===== config.mk =====
export PLATFORM = sky130hd
export DESIGN_NAME = pid_pwm_voltage_regulator_top
export DESIGN_NICKNAME = d
export VERILOG_FILES = /design/src/rtl/core/pidpwm_pkg.sv /design/src/rtl/core/pid_pwm_voltage_regulator_top.sv
export SDC_FILE = /design/constraint.sdc
export NUM_CORES = 2
export LEC_CHECK = 0
export BUFFER_PORTS_ARGS = -buffer_cell sky130_fd_sc_hd__clkbuf_2
export CAP_MARGIN = 20
export CORE_UTILIZATION = 42
export DETAILED_ROUTE_END_ITERATION = 12
export SLEW_MARGIN = 10
export SYNTH_ARGS = -nofsm -noshare
export SYNTH_HDL_FRONTEND = slang
export SYNTH_SLANG_ARGS = --single-unit

===== constraint.sdc =====
create_clock -name clk_i -period 20 [get_ports clk_i]
set_clock_uncertainty 0.2 [all_clocks]
set_input_delay 2 -clock clk_i [delete_from_list [all_inputs] [get_ports clk_i]]
set_output_delay 2 -clock clk_i [all_outputs]
set_load 0.02 [all_outputs]

===== src/rtl/core/pidpwm_pkg.sv =====
// ----------------------------------------------------------------------------
// pidpwm_pkg: shared definitions for the PID PWM voltage regulator
// Widths, register indexes, operation codes and fixed constants.
// ----------------------------------------------------------------------------
package pidpwm_pkg;

  // Default sizes of the ADC samples and of the gain fraction.
  localparam int unsigned ADC_BITS_DEF       = 10;
  localparam int unsigned GAIN_FRAC_BITS_DEF = 8;

  // Fixed widths of the register file and of the controller state.
  localparam int unsigned CFG_DATA_W  = 16;
  localparam int unsigned CFG_INDEX_W = 3;
  localparam int unsigned GAIN_W      = 16;
  localparam int unsigned LIMIT_W     = 16;
  localparam int unsigned ERR_SUM_W   = 17;
  localparam int unsigned ACC_W       = 18;
  localparam int unsigned DUTY_W      = 8;

  // Duty decrement applied on each enabled overvoltage sample while the duty is nonzero.
  localparam logic [DUTY_W-1:0] BACKOFF_STEP = 8'd5;

  // Register indexes of the configuration port.
  typedef enum logic [CFG_INDEX_W-1:0] {
    CFG_GAIN_PROP      = 3'd0,
    CFG_GAIN_INTEG     = 3'd1,
    CFG_GAIN_DERIV     = 3'd2,
    CFG_INTEG_LIMIT    = 3'd3,
    CFG_TARGET_LOW     = 3'd4,
    CFG_TARGET_HIGH    = 3'd5,
    CFG_OVERVOLT_LIMIT = 3'd6,
    CFG_DUTY_LIMIT     = 3'd7
  } cfg_index_e;

  // Request operation codes.
  typedef enum logic {
    OP_VOLTAGE = 1'b0,
    OP_ADJUST  = 1'b1
  } op_e;

endpackage


===== src/rtl/core/pid_pwm_voltage_regulator_top.sv =====
// ----------------------------------------------------------------------------
// pid_pwm_voltage_regulator_top: PID PWM duty regulator for a lamp
// Knob samples set the target voltage; voltage samples disable, back off
// or run one clamped PID step on the PWM duty.
// ----------------------------------------------------------------------------
// The block takes one request per clock cycle unless the input stalls, and
// returns one result per request: the request is captured in an input
// register, and when the result register is free the three gain multiplies,
// their sum and the duty clamp (or the knob scaling) run as one combinational
// pass that updates the controller state and loads the result register. That
// pass sets the clock period. A request is still taken while a result waits on
// a stalled output; the input stalls only when both registers are full. All
// voltages are raw ADC counts. Configuration registers are written through a
// plain write port and should only be changed while no request is in flight.
module pid_pwm_voltage_regulator_top #(
  parameter int unsigned ADC_BITS       = pidpwm_pkg::ADC_BITS_DEF,
  parameter int unsigned GAIN_FRAC_BITS = pidpwm_pkg::GAIN_FRAC_BITS_DEF
) (
  input  logic                                clk_i,
  input  logic                                rst_ni,
  // Configuration write port
  input  logic                                cfg_we_i,
  input  logic [pidpwm_pkg::CFG_INDEX_W-1:0]  cfg_index_i,
  input  logic [pidpwm_pkg::CFG_DATA_W-1:0]   cfg_data_i,
  // Request channel
  input  logic                                in_valid_i,
  output logic                                in_stall_o,
  input  logic                                op_i,
  input  logic [ADC_BITS-1:0]                 reading_i,
  input  logic                                enabled_i,
  // Result channel
  output logic                                out_valid_o,
  input  logic                                out_stall_i,
  output logic [pidpwm_pkg::DUTY_W-1:0]       duty_o,
  output logic [ADC_BITS-1:0]                 target_o,
  output logic                                backing_off_o
);

  localparam int unsigned GW   = pidpwm_pkg::GAIN_W;
  localparam int unsigned EW   = ADC_BITS + 1;
  localparam int unsigned RW   = ADC_BITS + 2;
  localparam int unsigned SW   = pidpwm_pkg::ERR_SUM_W;
  localparam int unsigned AW   = pidpwm_pkg::ACC_W;
  localparam int unsigned DW   = pidpwm_pkg::DUTY_W;
  localparam int unsigned PW_P = GW + EW;
  localparam int unsigned PW_I = GW + SW;
  localparam int unsigned PW_D = GW + RW;
  localparam int unsigned PW_MAX = (PW_P > PW_I) ? ((PW_P > PW_D) ? PW_P : PW_D)
                                                 : ((PW_I > PW_D) ? PW_I : PW_D);
  localparam int unsigned SUM_W = PW_MAX + 2;
  localparam int unsigned QW    = SUM_W - GAIN_FRAC_BITS;
  localparam logic [ADC_BITS-1:0] AdcMask = '1;

  // Configuration registers
  logic signed [GW-1:0]                   gain_prop_q, gain_integ_q, gain_deriv_q;
  logic [pidpwm_pkg::LIMIT_W-1:0]         integ_limit_q;
  logic [ADC_BITS-1:0]                    target_low_q, target_high_q, overvolt_limit_q;
  logic [DW-1:0]                          duty_limit_q;

  // Controller state
  logic [DW-1:0]         duty_now_q, duty_now_d;
  logic signed [EW-1:0]  last_err_q, last_err_d;
  logic signed [SW-1:0]  err_sum_q, err_sum_d;
  logic [ADC_BITS-1:0]   target_now_q, target_now_d;
  logic                  backing_d;

  // Input and result registers
  logic                  in_valid_q;
  logic                  in_op_q;
  logic [ADC_BITS-1:0]   in_reading_q;
  logic                  in_enabled_q;
  logic                  out_valid_q;
  logic [DW-1:0]         out_duty_q;
  logic [ADC_BITS-1:0]   out_target_q;
  logic                  out_back_q;

  logic out_ready;
  logic fire;

  // Handshake: the result register frees up when empty or being taken.
  assign out_ready  = !out_valid_q || !out_stall_i;
  assign fire       = in_valid_q && out_ready;
  assign in_stall_o = in_valid_q && !out_ready;

  // Configuration register writes.
  always_ff @(posedge clk_i or negedge rst_ni) begin
    if (!rst_ni) begin
      gain_prop_q      <= '0;
      gain_integ_q     <= '0;
      gain_deriv_q     <= '0;
      integ_limit_q    <= '0;
      target_low_q     <= '0;
      target_high_q    <= '0;
      overvolt_limit_q <= '0;
      duty_limit_q     <= '0;
    end else if (cfg_we_i) begin
      case (pidpwm_pkg::cfg_index_e'(cfg_index_i))
        pidpwm_pkg::CFG_GAIN_PROP:      gain_prop_q      <= cfg_data_i[GW-1:0];
        pidpwm_pkg::CFG_GAIN_INTEG:     gain_integ_q     <= cfg_data_i[GW-1:0];
        pidpwm_pkg::CFG_GAIN_DERIV:     gain_deriv_q     <= cfg_data_i[GW-1:0];
        pidpwm_pkg::CFG_INTEG_LIMIT:
          integ_limit_q <= cfg_data_i[pidpwm_pkg::LIMIT_W-1:0];
        pidpwm_pkg::CFG_TARGET_LOW:     target_low_q     <= cfg_data_i[ADC_BITS-1:0];
        pidpwm_pkg::CFG_TARGET_HIGH:    target_high_q    <= cfg_data_i[ADC_BITS-1:0];
        pidpwm_pkg::CFG_OVERVOLT_LIMIT: overvolt_limit_q <= cfg_data_i[ADC_BITS-1:0];
        pidpwm_pkg::CFG_DUTY_LIMIT:     duty_limit_q     <= cfg_data_i[DW-1:0];
        default: ;
      endcase
    end
  end

  // Input register valid.
  always_ff @(posedge clk_i or negedge rst_ni) begin
    if (!rst_ni) begin
      in_valid_q <= 1'b0;
    end else if (!in_stall_o) begin
      in_valid_q <= in_valid_i;
    end
  end

  // Input register payload.
  always_ff @(posedge clk_i) begin
    if (in_valid_i && !in_stall_o) begin
      in_op_q      <= op_i;
      in_reading_q <= reading_i;
      in_enabled_q <= enabled_i;
    end
  end

  // Knob scaling: target_low + span * reading / (2^ADC_BITS - 1), toward zero.
  // The divide by 2^N-1 is a shift plus one correction on the remainder.
  logic signed [EW-1:0]       span;
  logic                       span_neg;
  logic [ADC_BITS-1:0]        span_mag;
  logic [2*ADC_BITS-1:0]      knob_prod;
  logic [ADC_BITS-1:0]        quo_est;
  logic [ADC_BITS:0]          quo_rem;
  logic [ADC_BITS-1:0]        quo;
  logic [ADC_BITS-1:0]        knob_target;

  always_comb begin
    span      = $signed({1'b0, target_high_q}) - $signed({1'b0, target_low_q});
    span_neg  = span[EW-1];
    span_mag  = span_neg ? ADC_BITS'(-span) : span[ADC_BITS-1:0];
    knob_prod = span_mag * in_reading_q;
    quo_est   = knob_prod[2*ADC_BITS-1:ADC_BITS];
    quo_rem   = {1'b0, knob_prod[ADC_BITS-1:0]} + {1'b0, quo_est};
    quo       = (quo_rem >= {1'b0, AdcMask}) ? quo_est + ADC_BITS'(1) : quo_est;
    knob_target = span_neg ? target_low_q - quo : target_low_q + quo;
  end

  // PID step: error, clamped accumulation, rate and the weighted sum.
  logic signed [EW-1:0]     err;
  logic signed [AW-1:0]     acc_raw;
  logic signed [AW-1:0]     lim_pos;
  logic signed [SW-1:0]     acc;
  logic signed [RW-1:0]     rate;
  logic signed [PW_P-1:0]   prod_p;
  logic signed [PW_I-1:0]   prod_i;
  logic signed [PW_D-1:0]   prod_d;
  logic signed [SUM_W-1:0]  pid_sum;
  logic [QW-1:0]            pid_quo;
  logic [DW-1:0]            pid_duty;

  always_comb begin
    err     = $signed({1'b0, target_now_q}) - $signed({1'b0, in_reading_q});
    acc_raw = AW'(err_sum_q) + AW'(err);
    lim_pos = $signed({2'b00, integ_limit_q});
    if (acc_raw < -lim_pos) begin
      acc = SW'(-lim_pos);
    end else if (acc_raw > lim_pos) begin
      acc = SW'(lim_pos);
    end else begin
      acc = SW'(acc_raw);
    end
    rate    = RW'(err) - RW'(last_err_q);
    prod_p  = gain_prop_q * err;
    prod_i  = gain_integ_q * acc;
    prod_d  = gain_deriv_q * rate;
    pid_sum = SUM_W'(prod_p) + SUM_W'(prod_i) + SUM_W'(prod_d);
    pid_quo = pid_sum[SUM_W-1:GAIN_FRAC_BITS];
    if (pid_sum[SUM_W-1]) begin
      pid_duty = '0;
    end else if (pid_quo > QW'(duty_limit_q)) begin
      pid_duty = duty_limit_q;
    end else begin
      pid_duty = pid_quo[DW-1:0];
    end
  end

  // Select what this request does to the controller state.
  logic backoff_cond;
  assign backoff_cond = (in_reading_q > overvolt_limit_q) && (duty_now_q != '0);

  always_comb begin
    duty_now_d   = duty_now_q;
    last_err_d   = last_err_q;
    err_sum_d    = err_sum_q;
    target_now_d = target_now_q;
    backing_d    = 1'b0;
    case (pidpwm_pkg::op_e'(in_op_q))
      pidpwm_pkg::OP_ADJUST: begin
        target_now_d = knob_target;
      end
      pidpwm_pkg::OP_VOLTAGE: begin
        if (!in_enabled_q) begin
          duty_now_d = '0;
          last_err_d = '0;
          err_sum_d  = '0;
        end else if (backoff_cond) begin
          duty_now_d = (duty_now_q > pidpwm_pkg::BACKOFF_STEP) ?
                       duty_now_q - pidpwm_pkg::BACKOFF_STEP : '0;
          backing_d  = 1'b1;
        end else begin
          duty_now_d = pid_duty;
          last_err_d = err;
          err_sum_d  = acc;
        end
      end
      default: ;
    endcase
  end

  // Controller state and result valid.
  always_ff @(posedge clk_i or negedge rst_ni) begin
    if (!rst_ni) begin
      duty_now_q   <= '0;
      last_err_q   <= '0;
      err_sum_q    <= '0;
      target_now_q <= '0;
      out_valid_q  <= 1'b0;
    end else begin
      if (fire) begin
        duty_now_q   <= duty_now_d;
        last_err_q   <= last_err_d;
        err_sum_q    <= err_sum_d;
        target_now_q <= target_now_d;
      end
      if (out_ready) begin
        out_valid_q <= in_valid_q;
      end
    end
  end

  // Result payload.
  always_ff @(posedge clk_i) begin
    if (fire) begin
      out_duty_q   <= duty_now_d;
      out_target_q <= target_now_d;
      out_back_q   <= backing_d;
    end
  end

  assign out_valid_o   = out_valid_q;
  assign duty_o        = out_duty_q;
  assign target_o      = out_target_q;
  assign backing_off_o = out_back_q;

`ifndef ASSERT_OFF
  logic pid_fire;
  assign pid_fire = fire && (in_op_q == pidpwm_pkg::OP_VOLTAGE) && in_enabled_q &&
                    !backoff_cond;

  // The input only stalls when both pipeline registers hold a request.
  a_stall_full: assert property (@(posedge clk_i) disable iff (!rst_ni)
    in_stall_o |-> (in_valid_q && out_valid_q))
    else $error("input stalled with a free pipeline slot");

  // A PID step never commands more than the duty limit.
  a_duty_cap: assert property (@(posedge clk_i) disable iff (!rst_ni)
    pid_fire |=> (duty_now_q <= $past(duty_limit_q)))
    else $error("PID duty above duty limit");

  // The accumulated error stays inside the integral bound after a PID step.
  a_integ_bound: assert property (@(posedge clk_i) disable iff (!rst_ni)
    pid_fire |=> (($signed(err_sum_q) <= $signed({2'b00, $past(integ_limit_q)})) &&
                  ($signed(err_sum_q) >= -$signed({2'b00, $past(integ_limit_q)}))))
    else $error("error sum outside integral bound");

  // A disabled voltage sample clears duty and controller memory.
  a_disable_clear: assert property (@(posedge clk_i) disable iff (!rst_ni)
    (fire && (in_op_q == pidpwm_pkg::OP_VOLTAGE) && !in_enabled_q) |=>
      ((duty_now_q == '0) && (err_sum_q == '0) && (last_err_q == '0) && (duty_o == '0)))
    else $error("disable did not clear controller state");
`endif

endmodule

==> impl_results.md <==
- Reg2Reg Depth: 59
- Highest clock rate: 0.0614 GHz
- Clock root buffer: clkbuf_16
- FF+latch area: around 4700 µm²
- Vias in the first global route: slightly above 30000
- Clk buf depth: 2
- Worst Path Arrival: around 16 ns
- Startpoint Class: flip-flop
- CP max stage delay: about 0.7 ns
- Setup Crit Path Kind: flip-flop to flip-flop
- Outcome: completed
- Final setup vio count: 0
- TNS Setup: 0 ns
- Ys flop type: dfrtp_1
- Mean Syn Cell Area: ~9.3 µm²
- RSZ-0062 raised after global routing: no
- Core Rows: around 110
- Worst skew pair latency: 0.49 ns
- FFs w/ async S/R, synth: between 80% and 90%
- Ports: 57
- Most frequent CP cell: fa_1
- CTS H-Tree Depth: 4
- TritonRoute pass-1 iters: 7
- WP buf/inv: 8
- Reg2reg start: in_reading_q[0]
- Hold_sp: last_err_q[5]
- CORE AREA: approximately 97000 µm²
- Seq/Total Area, Yosys: between 10% and 20%
- Drt wl/cell: 19.0 µm
- Cell Area, Synth: ~40000 µm²
- Reg-to-reg slack, setup: about 3.7 ns
- Inserted Clock Buffers: 17
- Initial antenna violation count: 2
- Iter 0 DRT Violations: roughly 1800
- Worst Setup SP: in_reading_q[0]
- Cells on Worst Hold Path: 2
- Hold path endpoint: last_err_q[5]
- Die height: 314 µm
- Register bit total from synthesis: approximately 180
- Min Clock Period, post-route: 16.28 ns
- Cell count after synthesis: ~4400
- Synth-to-layout area growth: 5.82%
- Min-delay worst type: flip-flop to flip-flop
- GRT overflow: 0
- Number of synthesized flops with an enable pin: 31
- Slew Limit Fails: 0
- Final Hold Fails: 0
- Slew Limit Headroom: between 30% and 40%
- Effective utilization at floorplan: a little over two fifths
- CP required: between 20 and 25 ns
- YS warnings: 0
- Post-CTS Setup Inserts: 0
- Nets: roughly 5500
- Fin crit share: around four fifths
- Crit-path max FO: 28
- Fillers: 9352
- ANT nets after route: 0
- Number of gates given a new drive strength after cts: 0
- CTS tree: done
- Clock-pin slew on the worst setup and hold paths: around 0.08 ns
- Cell family with most CP delay: adder cells
- Synth cell types: 95
- Worst r2r dst: duty_o[4]
- CTS sink count: about 180
- Maximum Capacitance Violations: 0
- Synthesized Nets: about 5600
- Drt total wl: between 100000 and 150000 µm
- Vias per cell: slightly above 5
- DIE AREA: roughly 100000 µm²
- Routed vias: 29400
- Residual DRC: 0
- Layout cell share with drive strength beyond 1: about 6.6%
- Buffers on Ports: 56
- First-pass GRT wire length: 176000 µm
- HPWL Detailed: slightly above 90000 µm
- Gpl congestion: approximately 0.9
- Die X-Extent: between 300 and 400 µm
- Crit end category: flip-flop
- Largest net degree at the start of global routing: 58
- Total GRT Usage: a little under a quarter
- Crit path max-delay cell type: a221o_1
- Worst Tran Pin Value: between 0.9 and 1 ns
- Area of the multi-input gates: around 32000 µm²
- Cts hold-fix bufs: 0
stage by stage:
stage / setup slack [ns] / hold slack [ns] / cells / util (%) / area [µm²]
floorplan: 5.61 / 0.250 / 4399 / - / 40800
global placement: 4.10 / 0.264 / 5627 / 44.1 / 42600
detailed placement: 3.82 / 0.274 / 5629 / 44.1 / 42600
CTS: 3.75 / 0.293 / 5661 / 44.7 / 43200
global route: 2.56 / 0.321 / 5663 / 44.8 / 43200
finish: 3.72 / 0.292 / 5664 / 44.8 / 43200
layout by cell type (no fill, tap or decap), types with 8 or more instances in the layout:
cell          n
a211oi_1     17
a21boi_0     17
a21o_1       49
a21oi_1      99
a22o_1       17
a31oi_1       8
and2_1      244
and3_1        9
buf_4        46
clkbuf_16    18
clkbuf_2     55
dfrtp_1     150
edfxtp_1     31
fa_1        822
ha_1        312
inv_1      1029
mux2_2       99
mux2i_1      12
nand2_1     522
nand2b_1     40
nand3_1      49
nand4_1      13
nand4b_1      8
nor2_1      155
nor2b_1      64
nor3_1       30
o211ai_1     15
o21a_1       15
o21ai_0     112
o221ai_1      8
o31ai_1       9
or2_2        17
or3_1        21
xnor2_1      80
xor2_1       26
area by class of cell:
| cell class | instances | share of cell area, % |
|---|---|---|
| Sequential cell | 181 | 10.8 |
| Multi-Input combinational cell | 3038 | 73.5 |
| Clock inverter | 14 | 0.411 |
| Tap cell | 1276 | 3.69 |
| Inverter | 1032 | 8.96 |
| Antenna cell | 1 | 0.00579 |
| Timing Repair Buffer | 104 | 1.51 |
| Clock buffer | 18 | 1.04 |
sequential cells by signal, summed over array words and instances (netlist names), 8 cells and up:
signal / flops
err_sum_q: 17
gain_deriv_q: 16
gain_integ_q: 16
gain_prop_q: 16
integ_limit_q: 16
last_err_q: 11
in_reading_q: 10
overvolt_limit_q: 10
target_high_q: 10
target_low_q: 10
target_now_q: 10
target_o: 10
duty_limit_q: 8
duty_now_q: 8
duty_o: 8
metal layers:
metal | global-route usage, % | share of wire, % | wire [µm] | vias to the layer above
li1 | - | - | - | 13400
met1 | 32.8 | 46 | 49900 | 15200
met2 | 38.0 | 48 | 51400 | 651
met3 | 2.79 | 4.2 | 4520 | 133
met4 | 4.63 | 1.7 | 1870 | 0
met5 | 0 | 0 | 0 | -
worst max path at each step:
stage	endpoint	slack, ns	cells after the start
2_1_floorplan	duty_o[5]	5.61	64
3_3_place_gp	duty_o[5]	4.10	59
3_5_place_dp	duty_o[5]	3.82	59
4_1_cts	duty_o[5]	3.75	59
5_1_grt	duty_o[5]	2.56	63
6_report	duty_o[4]	3.72	59
synth_stat cells (21+ instances only):
library cell	count	share of area [%]
a21o_1	49	0.90
a21oi_1	99	1.2
and2_1	244	3.7
clkbuf_1	127	1.2
dfrtp_1	150	9.2
edfxtp_1	31	2.3
fa_1	822	40
ha_1	312	9.6
inv_1	1029	9.5
mux2_2	99	2.7
nand2_1	522	4.8
nand2b_1	40	0.61
nand3_1	49	0.60
nor2_1	155	1.4
nor2b_1	64	0.98
nor3_1	33	0.40
o21ai_0	112	1.4
or3_1	21	0.32
xnor2_1	84	1.8
xor2_1	28	0.60
tightest hold or removal path, stage by stage (launching register included):
cell and delay (ns):
dfrtp_1 0.35, nand2_1 0.05, o21ai_0 0.06
cells by family (layout without fill, tap and decap cells):
group                    count (synthesis)  after routing  synth area share [%]
multiplexers                           111            111                  3.02
XOR/XNOR                               112            112                  2.40
other                                    0              1                     0
AO/OA/AOI/OAI                          471            471                  7.99
adder cells (fa/ha/maj)               1134           1134                  49.8
flip-flops                             181            181                  11.5
AND/OR/NAND/NOR                       1210           1210                  14.3
buffers and inverters                 1180           1168                  10.9
Power is left out: the tool's default activity adds up to more than one toggle a clock period on the data nets, which glitch-free logic cannot reach.
